File: config.mk
export PLATFORM = sky130hd
export DESIGN_NAME = drive_safety_interlock_fsm_top_flat
export DESIGN_NICKNAME = d
export VERILOG_FILES = /design/src/dsi_pkg.sv /design/src/dsi_in_if.sv /design/src/dsi_out_if.sv /design/src/drive_safety_interlock_fsm_top.sv /design/src/flat_wrapper.sv
export SDC_FILE = /design/constraint.sdc
export NUM_CORES = 1
export LEC_CHECK = 0
export CORE_UTILIZATION = 40
export CTS_CLUSTER_SIZE = 30
export DETAILED_ROUTE_END_ITERATION = 8
export DONT_BUFFER_PORTS = 1
export PLACE_DENSITY = 0.55
export SLEW_MARGIN = 20
export SYNTH_ARGS = -nofsm -noshare
export SYNTH_HDL_FRONTEND = slang
export SYNTH_SLANG_ARGS = --single-unit
File: constraint.sdc
create_clock -name clk -period 4.54 [get_ports clk]
set_input_delay 0.681 -clock clk [delete_from_list [all_inputs] [get_ports clk]]
set_output_delay 0.681 -clock clk [all_outputs]
set_load 0.05 [all_outputs]
File: src/dsi_pkg.sv
// Shared types and codes for the drive safety interlock.
// No dependencies; used by the channel interfaces, the top level and the checker.
package dsi_pkg;

  localparam int unsigned TimeW = 32;
  localparam int unsigned CfgIdxW = 1;

  // Configuration register indexes
  localparam logic [CfgIdxW-1:0] CFG_ARMED_TIMEOUT = 1'd0;
  localparam logic [CfgIdxW-1:0] CFG_STOPPING_CAP  = 1'd1;

  localparam logic [TimeW-1:0] ARMED_TIMEOUT_RST = 32'd30000;
  localparam logic [TimeW-1:0] STOPPING_CAP_RST  = 32'd3000;

  // drive_mode codes as seen on the result channel
  localparam logic [2:0] MODE_SAFE     = 3'd0;
  localparam logic [2:0] MODE_ARMED    = 3'd1;
  localparam logic [2:0] MODE_DRIVE    = 3'd2;
  localparam logic [2:0] MODE_STOPPING = 3'd3;
  localparam logic [2:0] MODE_FAULT    = 3'd4;

  // fault_code values
  localparam logic [2:0] FC_NONE        = 3'd0;
  localparam logic [2:0] FC_WHEEL_LOST  = 3'd1;
  localparam logic [2:0] FC_STEER_LINK  = 3'd2;
  localparam logic [2:0] FC_STEER_FAULT = 3'd3;
  localparam logic [2:0] FC_PEDAL       = 3'd4;
  localparam logic [2:0] FC_DAC         = 3'd5;

  // health_flags bit positions
  localparam int unsigned HF_WHEEL_OK  = 0;
  localparam int unsigned HF_STEER_OK  = 1;
  localparam int unsigned HF_STEER_ERR = 2;
  localparam int unsigned HF_PEDAL_OK  = 3;
  localparam int unsigned HF_DAC_OK    = 4;

  typedef enum logic [4:0] {
    ST_SAFE     = 5'b00001,
    ST_ARMED    = 5'b00010,
    ST_DRIVE    = 5'b00100,
    ST_STOPPING = 5'b01000,
    ST_FAULT    = 5'b10000
  } dsi_state_t;

  typedef struct packed {
    logic [TimeW-1:0] now_ms;
    logic [4:0]       health_flags;
    logic             arm_confirm;
    logic             steer_cal_done;
    logic             vehicle_stopped;
    logic             throttle_at_zero;
    logic             disarm_req;
    logic             drive_req;
    logic             clear_req;
  } dsi_in_t;

  typedef struct packed {
    logic [2:0] drive_mode;
    logic [2:0] fault_code;
    logic       contactor_on;
    logic       steer_en;
    logic       throttle_en;
    logic       brake_on;
  } dsi_out_t;

  // Priority encoder: first failing check wins
  function automatic logic [2:0] health_code(input logic [4:0] flags);
    logic [2:0] hc;
    hc = FC_NONE;
    if (!flags[HF_WHEEL_OK])      hc = FC_WHEEL_LOST;
    else if (!flags[HF_STEER_OK]) hc = FC_STEER_LINK;
    else if (flags[HF_STEER_ERR]) hc = FC_STEER_FAULT;
    else if (!flags[HF_PEDAL_OK]) hc = FC_PEDAL;
    else if (!flags[HF_DAC_OK])   hc = FC_DAC;
    return hc;
  endfunction

  function automatic logic [2:0] mode_code(input dsi_state_t st);
    logic [2:0] m;
    unique case (st)
      ST_ARMED:    m = MODE_ARMED;
      ST_DRIVE:    m = MODE_DRIVE;
      ST_STOPPING: m = MODE_STOPPING;
      ST_FAULT:    m = MODE_FAULT;
      default:     m = MODE_SAFE;
    endcase
    return m;
  endfunction

endpackage

File: src/dsi_in_if.sv
// Tick channel into the interlock: valid/ready plus one dsi_in_t payload.
// Depends on dsi_pkg.
interface dsi_in_if
  import dsi_pkg::*;
  ();
  logic    valid;
  logic    ready;
  dsi_in_t data;

  modport source (output valid, output data, input ready);
  modport sink   (input valid, input data, output ready);
endinterface

File: src/dsi_out_if.sv
// Result channel out of the interlock: valid/ready plus one dsi_out_t payload.
// Depends on dsi_pkg.
interface dsi_out_if
  import dsi_pkg::*;
  ();
  logic     valid;
  logic     ready;
  dsi_out_t data;

  modport source (output valid, output data, input ready);
  modport sink   (input valid, input data, output ready);
endinterface

File: src/drive_safety_interlock_fsm_top.sv
// Drive safety interlock, top level. One tick transaction in, one result
// transaction out, through the input register and then the result register;
// a new tick is taken every cycle as long as the result side keeps draining, so
// the sustained rate is one transaction per cycle. That rate is set by the single
// combinational pass from the tick register through the state update (one 32-bit
// subtract-and-compare per timer) into the result register. Configuration writes
// go straight into the two timer registers and take effect for the next tick.
// Depends on dsi_pkg, dsi_in_if and dsi_out_if.
module drive_safety_interlock_fsm_top
  import dsi_pkg::*;
(
  input  logic               clk,
  input  logic               rst_n,
  dsi_in_if.sink             in_chan,
  dsi_out_if.source          out_chan,
  input  logic               cfg_we,
  input  logic [CfgIdxW-1:0] cfg_idx,
  input  logic [TimeW-1:0]   cfg_wdata
);

  // Config registers
  logic [TimeW-1:0] armed_timeout_r;
  logic [TimeW-1:0] stopping_cap_r;

  // Tick register (stage 1)
  logic    tick_vld_r;
  dsi_in_t tick_r;

  // Interlock state
  dsi_state_t       state_r, state_nxt;
  logic [2:0]       pend_r, pend_nxt;
  logic [2:0]       latch_r, latch_nxt;
  logic [TimeW-1:0] arm_t_r, arm_t_nxt;
  logic [TimeW-1:0] stop_t_r, stop_t_nxt;

  // Result register (stage 2)
  logic     out_vld_r;
  dsi_out_t out_r, out_nxt;

  logic             advance;
  logic [2:0]       hc;
  logic [2:0]       pend_eff;
  logic [TimeW-1:0] arm_elapsed;
  logic [TimeW-1:0] stop_elapsed;
  logic             stop_done;

  // Tick moves to the result register when the result slot is free or draining.
  assign advance       = tick_vld_r && (!out_vld_r || out_chan.ready);
  assign in_chan.ready = !tick_vld_r || advance;

  assign out_chan.valid = out_vld_r;
  assign out_chan.data  = out_r;

  // ---------------------------------------------------------------- config
  always_ff @(posedge clk) begin
    if (!rst_n) begin
      armed_timeout_r <= ARMED_TIMEOUT_RST;
      stopping_cap_r  <= STOPPING_CAP_RST;
    end else if (cfg_we) begin
      unique case (cfg_idx)
        CFG_ARMED_TIMEOUT: armed_timeout_r <= cfg_wdata;
        CFG_STOPPING_CAP:  stopping_cap_r  <= cfg_wdata;
        default: ;
      endcase
    end
  end

  // ---------------------------------------------------------------- stage 1
  always_ff @(posedge clk) begin
    if (!rst_n) begin
      tick_vld_r <= 1'b0;
    end else if (in_chan.ready) begin
      tick_vld_r <= in_chan.valid;
    end
  end

  always_ff @(posedge clk) begin
    if (in_chan.valid && in_chan.ready) begin
      tick_r <= in_chan.data;
    end
  end

  // ---------------------------------------------------------------- next state
  assign hc           = health_code(tick_r.health_flags);
  // Elapsed times wrap modulo 2^32 by construction of the 32-bit subtract.
  assign arm_elapsed  = tick_r.now_ms - arm_t_r;
  assign stop_elapsed = tick_r.now_ms - stop_t_r;
  // A health failure during a plain stop upgrades it to a fault stop.
  assign pend_eff     = (pend_r == FC_NONE) ? hc : pend_r;
  assign stop_done    = tick_r.vehicle_stopped || (stop_elapsed >= stopping_cap_r);

  always_comb begin
    state_nxt  = state_r;
    pend_nxt   = pend_r;
    latch_nxt  = latch_r;
    arm_t_nxt  = arm_t_r;
    stop_t_nxt = stop_t_r;

    unique case (state_r)
      ST_ARMED: begin
        if (hc != FC_NONE) begin
          state_nxt  = ST_STOPPING;
          pend_nxt   = hc;
          stop_t_nxt = tick_r.now_ms;
        end else if (tick_r.disarm_req || (arm_elapsed >= armed_timeout_r)) begin
          // manual disarm or armed timeout: plain stop, latched only if a health failure upgrades it
          state_nxt  = ST_STOPPING;
          pend_nxt   = FC_NONE;
          stop_t_nxt = tick_r.now_ms;
        end else if (tick_r.drive_req && tick_r.throttle_at_zero) begin
          state_nxt = ST_DRIVE;
        end
      end
      ST_DRIVE: begin
        if (hc != FC_NONE) begin
          state_nxt  = ST_STOPPING;
          pend_nxt   = hc;
          stop_t_nxt = tick_r.now_ms;
        end else if (tick_r.disarm_req) begin
          state_nxt  = ST_STOPPING;
          pend_nxt   = FC_NONE;
          stop_t_nxt = tick_r.now_ms;
        end
      end
      ST_STOPPING: begin
        pend_nxt = pend_eff;
        if (stop_done) begin
          if (pend_eff != FC_NONE) begin
            latch_nxt = pend_eff;
            pend_nxt  = FC_NONE;
            state_nxt = ST_FAULT;
          end else begin
            state_nxt = ST_SAFE;
          end
        end
      end
      ST_FAULT: begin
        if (tick_r.clear_req && tick_r.vehicle_stopped && (hc == FC_NONE)) begin
          latch_nxt = FC_NONE;
          state_nxt = ST_SAFE;
        end
      end
      default: begin
        if (tick_r.arm_confirm && (hc == FC_NONE) && tick_r.steer_cal_done &&
            tick_r.vehicle_stopped && tick_r.throttle_at_zero) begin
          arm_t_nxt = tick_r.now_ms;
          state_nxt = ST_ARMED;
        end else begin
          state_nxt = ST_SAFE;
        end
      end
    endcase
  end

  // Result fields from the updated state
  always_comb begin
    out_nxt.drive_mode   = mode_code(state_nxt);
    out_nxt.fault_code   = FC_NONE;
    out_nxt.contactor_on = 1'b0;
    out_nxt.throttle_en  = 1'b0;
    out_nxt.brake_on     = 1'b0;
    unique case (state_nxt)
      ST_ARMED: begin
        out_nxt.contactor_on = 1'b1;
      end
      ST_DRIVE: begin
        out_nxt.contactor_on = 1'b1;
        out_nxt.throttle_en  = 1'b1;
      end
      ST_STOPPING: begin
        out_nxt.contactor_on = 1'b1;
        out_nxt.brake_on     = 1'b1;
        out_nxt.fault_code   = pend_nxt;
      end
      ST_FAULT: begin
        out_nxt.fault_code = latch_nxt;
      end
      default: ;
    endcase
    out_nxt.steer_en = out_nxt.contactor_on;
  end

  // ---------------------------------------------------------------- state and stage 2
  always_ff @(posedge clk) begin
    if (!rst_n) begin
      state_r  <= ST_SAFE;
      pend_r   <= FC_NONE;
      latch_r  <= FC_NONE;
      arm_t_r  <= '0;
      stop_t_r <= '0;
    end else if (advance) begin
      state_r  <= state_nxt;
      pend_r   <= pend_nxt;
      latch_r  <= latch_nxt;
      arm_t_r  <= arm_t_nxt;
      stop_t_r <= stop_t_nxt;
    end
  end

  always_ff @(posedge clk) begin
    if (!rst_n) begin
      out_vld_r <= 1'b0;
    end else if (advance) begin
      out_vld_r <= 1'b1;
    end else if (out_chan.ready) begin
      out_vld_r <= 1'b0;
    end
  end

  always_ff @(posedge clk) begin
    if (advance) begin
      out_r <= out_nxt;
    end
  end

endmodule

File: src/flat_wrapper.sv
// flat-port wrapper written by rule: the top's interface ports become plain ports
module drive_safety_interlock_fsm_top_flat import dsi_pkg::*;
  (clk, rst_n, cfg_we, cfg_idx, cfg_wdata, in_chan_valid, in_chan_data, in_chan_ready, out_chan_valid, out_chan_data, out_chan_ready);
  dsi_in_if in_chan_i ();
  dsi_out_if out_chan_i ();
  input  logic clk;
  input  logic rst_n;
  input  logic cfg_we;
  input  logic [CfgIdxW-1:0] cfg_idx;
  input  logic [TimeW-1:0] cfg_wdata;
  input wire logic [$bits(in_chan_i.valid)-1:0] in_chan_valid;
  input wire logic [$bits(in_chan_i.data)-1:0] in_chan_data;
  output wire logic [$bits(in_chan_i.ready)-1:0] in_chan_ready;
  output wire logic [$bits(out_chan_i.valid)-1:0] out_chan_valid;
  output wire logic [$bits(out_chan_i.data)-1:0] out_chan_data;
  input wire logic [$bits(out_chan_i.ready)-1:0] out_chan_ready;
  assign in_chan_i.valid = in_chan_valid;
  assign in_chan_i.data = in_chan_data;
  assign in_chan_ready = in_chan_i.ready;
  assign out_chan_valid = out_chan_i.valid;
  assign out_chan_data = out_chan_i.data;
  assign out_chan_i.ready = out_chan_ready;
  drive_safety_interlock_fsm_top u_core (.clk(clk), .rst_n(rst_n), .in_chan(in_chan_i), .out_chan(out_chan_i), .cfg_we(cfg_we), .cfg_idx(cfg_idx), .cfg_wdata(cfg_wdata));
endmodule
Word-level counts from Yosys, hierarchy flattened
Index checks and enable logic that the tools add are counted.
- register bits: 194
- bits of input ports: 82
- output and inout port bits: 12
- logic and storage cells: 105
- $add $sub $neg: 2
- $lt $le $gt $ge: 2
- eq/ne operators: 10
- mux-type cells: 39
- bitwise operators: 2
- reductions and logical operators: 27
- operators by type and width (kind ; count):
    two-way mux 32 bit ; 4
    greater-or-equal comparator 32 bit ; 2
    one-hot mux 32 bit (2 select lines) ; 1
    subtractor 32 bit ; 2
    two-way mux 3 bit ; 15
    two-way mux 5 bit ; 8
    one-hot mux 5 bit (4 select lines) ; 1
    one-hot mux 3 bit (2 select lines) ; 2
    one-hot mux 3 bit (4 select lines) ; 1
    == test 5 x 2 -> 1 bit, second input constant ; 2
    == test 5 x 3 -> 1 bit, second input constant ; 2
    == test 5 x 4 -> 1 bit, second input constant ; 2
    == test 5 bit, second input constant ; 2
    logical AND 1 bit ; 9
    one-hot mux 3 bit (3 select lines) ; 1
    zero test 3 bit ; 2
    != test 3 x 1 -> 1 bit, second input constant ; 2
    nonzero test 3 bit ; 2
    two-way mux 1 bit ; 5
    logical OR 1 bit ; 4
    AND reduction 2 bit ; 2
    AND reduction 4 bit ; 1
    nonzero test 2 bit ; 2
    OR reduction 4 bit ; 1
    5 further kinds ; 7

Longest topological paths before layout
- depth after elaboration: 15
- gate-level depth with buffers: 24
- gate-level depth less buffers: 23

Worst setup path before layout
No wires, ideal clock.
- path type: register -> register
- from: register u_core.tick_r[14] (netlist name)
- to: register u_core.out_r (netlist bit u_core.out_chan.data[4]) (data pin)
- setup time: 0.290 ns
- data arrival time: 4.493 ns
- required time: 4.250 ns
- path slack: -0.242 ns
- cell stages (with the launch flop): 19
- path buffers: 0
- clock period less this slack: 4.782 ns
- path through: edfxtp_1 -> ha_1 -> o211ai_2 -> a21oi_1 -> o41a_1 -> a311oi_4 -> o21ai_1 -> a31o_2 -> a311o_1 -> o31a_1 -> xor2_1 -> ha_1 -> nand4_1 -> nor2_1 -> nand2_1 -> a31o_2 -> and2_1 -> a222oi_1 -> o221ai_1
- RTL lines (what ; RTL line ; source):
    start, declared ; drive_safety_interlock_fsm_top.sv:27 ; dsi_in_t tick_r;
    start signal, assigned ; drive_safety_interlock_fsm_top.sv:79 ; tick_r <= in_chan.data;
    end signal, assigned ; drive_safety_interlock_fsm_top.sv:212 ; out_r <= out_nxt;
    end, declared ; drive_safety_interlock_fsm_top.sv:38 ; dsi_out_t out_r, out_nxt;

==> summary.md <==
| Metric | Value |
|---|---|
| Outcome | finished, violations left |
| Failing checks | setup timing |
| Crit-path cells | buf_6, ha_4, a21o_1, o41a_1, a311oi_4, o21ai_1, a31o_2, a311o_1, o31a_1, xor2_1, ha_1, nand4_1, nor2_2, nand2_1, a31o_4, and2_4, a222oi_1, buf_4, nand4_1 |
| Synth Area per Inst | 8.21 um2 |
| Vias | around 10k |
| Initial antenna violation count | 0 |
| Design area | 14700 um2 |
| CORE AREA | ~29000 um2 |
| Worst-skew pair later-pin latency | between 0.4 and 0.5 ns |
| Max Cap Violations | 0 |
| 1st-iter DRT viols | 580 |
| Grt ovf | 0 |
| Worst-case vdd ir drop | between 300 and 400 uV |
| Clock slew at reported path FFs | around 0.08 ns |
| CTS Hold Bufs | 0 |
| Critical path's largest stage delay | about 0.45 ns |
| Largest fanout on the critical path | 6 |
| Ys flop type | dfxtp_1 |
| RSZ-0062 raised after global routing | yes |
| Drt total wl | 33600 um |
| Remaining DRCs | 0 |
| Post-placement worst setup slack | -0.641 ns |
| CTS root buf | clkbuf_16 |
| Static Leak | approximately 0.0057 uW |
| Final ANT Viol Nets | 0 |
| FF-to-FF End | u_core.out_chan.data[3] |
| Crit path time final | 4.80 ns |
| R2r setup slk | -0.26 ns |
| Unique masters post-synth | 64 |
| Vias per inst | 5.27 |
| Final setup vio count | 50 |
| Total CTS buffers | 17 |
| FP Rows | 62 |
| RePlAce Congestion | about 0.86 |
| CP endpoint kind | flop |
| Hold Path Stages | 0 |
| Area grow syn2layout | 25.5% |
| Min-Delay Path Class | in -> reg |
| Post-synth net total | about 1.6k |
| Clk_skew | ~0.013 ns |
| Die height | 173 um |
| TritonCTS clock tree | built |
| Startpoint Class | flop |
| Fillers | ~2.7k |
| Hold Slack | 0.312 ns |
| Drt wl/cell | about 17 um |
| Tot GR Track Use | 0.218 |
| Pin count of the biggest net entering global routing | a little under 90 |
| Pre-antenna DRT Iters | 7 |
| Critical path class | reg -> reg |
| Final Cycle Share | 1.06 |
| Chip Width | between 150 and 200 um |
| EDFF count, synth | 53 |
| Sequential fraction of the synthesis area | 0.378 |
| Clk sinks | a little under 200 |
| Ratio of cells with drive above 1 in the final layout | 0.205 |
| H-tree Lvls | 4 |
| CP Data Arrival Time | between 4 and 5 ns |
| Worst-margin pin slew | 1.02 ns |
| Pwr Density | about 290 nW/um2 |
| Ys async rst share | 0 |
| Max-slew violations | 0 |
| Port Buffer Count | 0 |
| Clock Tree Buf Depth | 2 |
| First-pass GRT wire length | ~50000 um |
| Dpl cell area | 13100 um2 |
| Master of the slowest instance on the critical path | o41a_1 |
| Initial Util | 0.407 |
| Hold Path End | u_core.tick_r[43] |
| Required @ worst endpoint | 4.73 ns |
| Die area | 29900 um2 |
| Layout Nets | between 1.5k and 2k |
| Post-DP HPWL | 23500 um |
| Synth Cell Area | about 12000 um2 |
| RR Startpoint | u_core.tick_r[16] |
| Final-report hold violation count | 0 |
| FMAX | approximately 0.21 GHz |
| Vias in the first global route | a little under 10k |
| Ports | 94 |
| Cells after Synth | between 1k and 1.5k |
| Setup WS post-layout | -0.261 ns |
| Overall Power | approximately 4200 uW |
| Synth Warn # | 0 |
| Hold Startpoint | in_chan_data[43] |
| Crit path top cell by count | nand4_1 |
| Worst Reg2Reg Path Length in Cells | 19 |
| Rel. slew slack | 0.318 |
| #FFs+latches synth | 194 |
-- cell families (layout without fill, tap and decap cells) --
| family | Yosys count | count (layout) | share of synthesized area |
|---|---|---|---|
| buffers and inverters | 197 | 341 | 0.0636 |
| other | 0 | 1 | 0 |
| flip-flops | 194 | 194 | 0.378 |
| XOR/XNOR | 52 | 52 | 0.0390 |
| AO/OA/AOI/OAI | 377 | 377 | 0.200 |
| multiplexers | 1 | 1 | 0.000857 |
| AND/OR/NAND/NOR | 474 | 474 | 0.180 |
| adder cells (fa/ha/maj) | 128 | 128 | 0.138 |
-- area by class of cell --
cell class	instances	area, um2	share of cell area
Clock inverter	15	169	0.0115
Multi-Input combinational cell	1032	7220	0.493
Tap cell	384	480	0.0328
Timing Repair Buffer	161	1400	0.0951
Antenna cell	1	2.50	0.000171
Sequential cell	194	4410	0.301
Inverter	148	556	0.0379
Clock buffer	17	425	0.0290
-- per-layer routing --
metal	share of wire	routed length, um	up-vias	global-route usage
met1	0.48	16000	4841	0.289
met3	0.031	1030	46	0.0323
li1	-	-	5195	-
met5	0	0	-	0
met2	0.47	15800	202	0.364
met4	0.023	782	0	0.0745
-- metrics by stage --
step	util	TNS [ns]	instances
6_report	0.511	-7.03	1952
3_5_place_dp	0.455	-26.76	1892
2_1_floorplan	-	-0.145	1423
4_1_cts	0.485	-12.22	1934
5_1_grt	0.511	-18.77	1951
3_3_place_gp	0.454	-24.31	1891
-- worst max path at each step --
| stage | start | end | slack [ns] | cells after the start |
|---|---|---|---|---|
| global placement | u_core.tick_r[12] | u_core.out_chan.data[4] | -0.62 | 22 |
| global route | u_core.tick_r[14] | u_core.out_chan.data[3] | -0.47 | 20 |
| floorplan | u_core.tick_r[13] | u_core.out_chan.data[4] | -0.10 | 18 |
| detailed placement | u_core.tick_r[12] | u_core.out_chan.data[4] | -0.64 | 22 |
| finish | u_core.tick_r[16] | u_core.out_chan.data[3] | -0.26 | 19 |
| CTS | u_core.tick_r[14] | u_core.out_chan.data[3] | -0.41 | 20 |
-- worst max-delay path, delay by kind of cell (launching register included) --
kind / cells / cell delay [ns]
AOI/OAI and AO/OA: 9 / 2.48
buffers and inverters: 2 / 0.36
DFF: 1 / 0.42
xor gates and xnor gates: 1 / 0.14
adders and majority gates: 2 / 0.52
and+or+nand+nor: 5 / 0.62
-- Yosys cell counts (3+ instances only) --
| master | n | share of area |
|---|---|---|
| nand2_1 | 259 | 0.083 |
| inv_1 | 147 | 0.047 |
| a21oi_1 | 146 | 0.063 |
| dfxtp_1 | 141 | 0.24 |
| ha_1 | 126 | 0.13 |
| o21ai_0 | 75 | 0.032 |
| nand3_1 | 56 | 0.024 |
| nor2_1 | 56 | 0.018 |
| edfxtp_1 | 53 | 0.14 |
| a21o_1 | 47 | 0.030 |
| clkbuf_1 | 43 | 0.014 |
| xnor2_1 | 30 | 0.022 |
| xor2_1 | 22 | 0.016 |
| o211ai_1 | 21 | 0.013 |
| nor3_1 | 20 | 0.0086 |
| a211oi_1 | 16 | 0.010 |
| nand2b_1 | 16 | 0.0086 |
| nor2b_1 | 16 | 0.0086 |
| o21a_1 | 16 | 0.010 |
| nand4_1 | 15 | 0.0080 |
| and3_1 | 11 | 0.0059 |
| o31ai_1 | 7 | 0.0045 |
| and2_1 | 6 | 0.0032 |
| a31oi_1 | 5 | 0.0027 |
| buf_1 | 5 | 0.0016 |
| o21bai_1 | 5 | 0.0032 |
| a221oi_1 | 4 | 0.0030 |
| o22ai_1 | 4 | 0.0021 |
| or2_2 | 4 | 0.0021 |
| or3_1 | 4 | 0.0021 |
| a2111oi_0 | 3 | 0.0022 |
| nor3b_1 | 3 | 0.0019 |
| o221ai_1 | 3 | 0.0022 |
| o31a_1 | 3 | 0.0022 |
-- where the power goes --
group | leakage [uW] | internal (uW) | switching, uW | total [uW]
Clock | 0.000292 | 787 | 779 | 1570
Combinational | 0.00377 | 358 | 434 | 792
Sequential | 0.00166 | 1840 | 50.7 | 1890
Total | 0.00573 | 2980 | 1260 | 4250
-- registers in the layout (all words and copies together), names as in the netlist --
register	count
u_core.latch_r	3
u_core.out_chan.data	9
u_core.arm_t_r	32
u_core.out_chan.valid	1
u_core.stopping_cap_r	32
u_core.armed_timeout_r	32
u_core.tick_r	44
u_core.pend_r	3
u_core.state_r	5
u_core.tick_vld_r	1
u_core.stop_t_r	32
-- cells in the final DEF (no fill, tap or decap), types with 5 or more instances in the layout --
| cell | synthesis | layout |
|---|---|---|
| o211ai_1 | 21 | 21 |
| and3_1 | 11 | 11 |
| nor2_1 | 56 | 53 |
| dfxtp_1 | 141 | 141 |
| a21oi_1 | 146 | 124 |
| o31ai_1 | 7 | 5 |
| o21ai_0 | 75 | 32 |
| edfxtp_1 | 53 | 53 |
| a21o_1 | 47 | 47 |
| a211oi_1 | 16 | 11 |
| inv_1 | 147 | 144 |
| nand3_2 | 0 | 28 |
| xnor2_1 | 30 | 29 |
| o21bai_1 | 5 | 5 |
| buf_6 | 0 | 7 |
| a21oi_2 | 0 | 20 |
| buf_4 | 1 | 144 |
| nand2b_1 | 16 | 13 |
| ha_1 | 126 | 116 |
| clkbuf_16 | 0 | 22 |
| nand3_1 | 56 | 23 |
| nand3_4 | 0 | 5 |
| xor2_1 | 22 | 22 |
| o21ai_2 | 0 | 12 |
| nor2b_1 | 16 | 13 |
| o21ai_1 | 1 | 32 |
| ha_4 | 0 | 7 |
| nand4_1 | 15 | 15 |
| o21a_1 | 16 | 15 |
| nand2_1 | 259 | 259 |
| nor3_1 | 20 | 16 |
-- what timing repair did --
item                                    CTS  global route
setup buffers                             9            10
endpoints found under the setup margin   50            50
pin swaps                                23            96
gates resized for setup                  38           140
endpoints found under the hold margin     0             0
gates cloned                              1             7
Power figures use the tool's default switching activity.
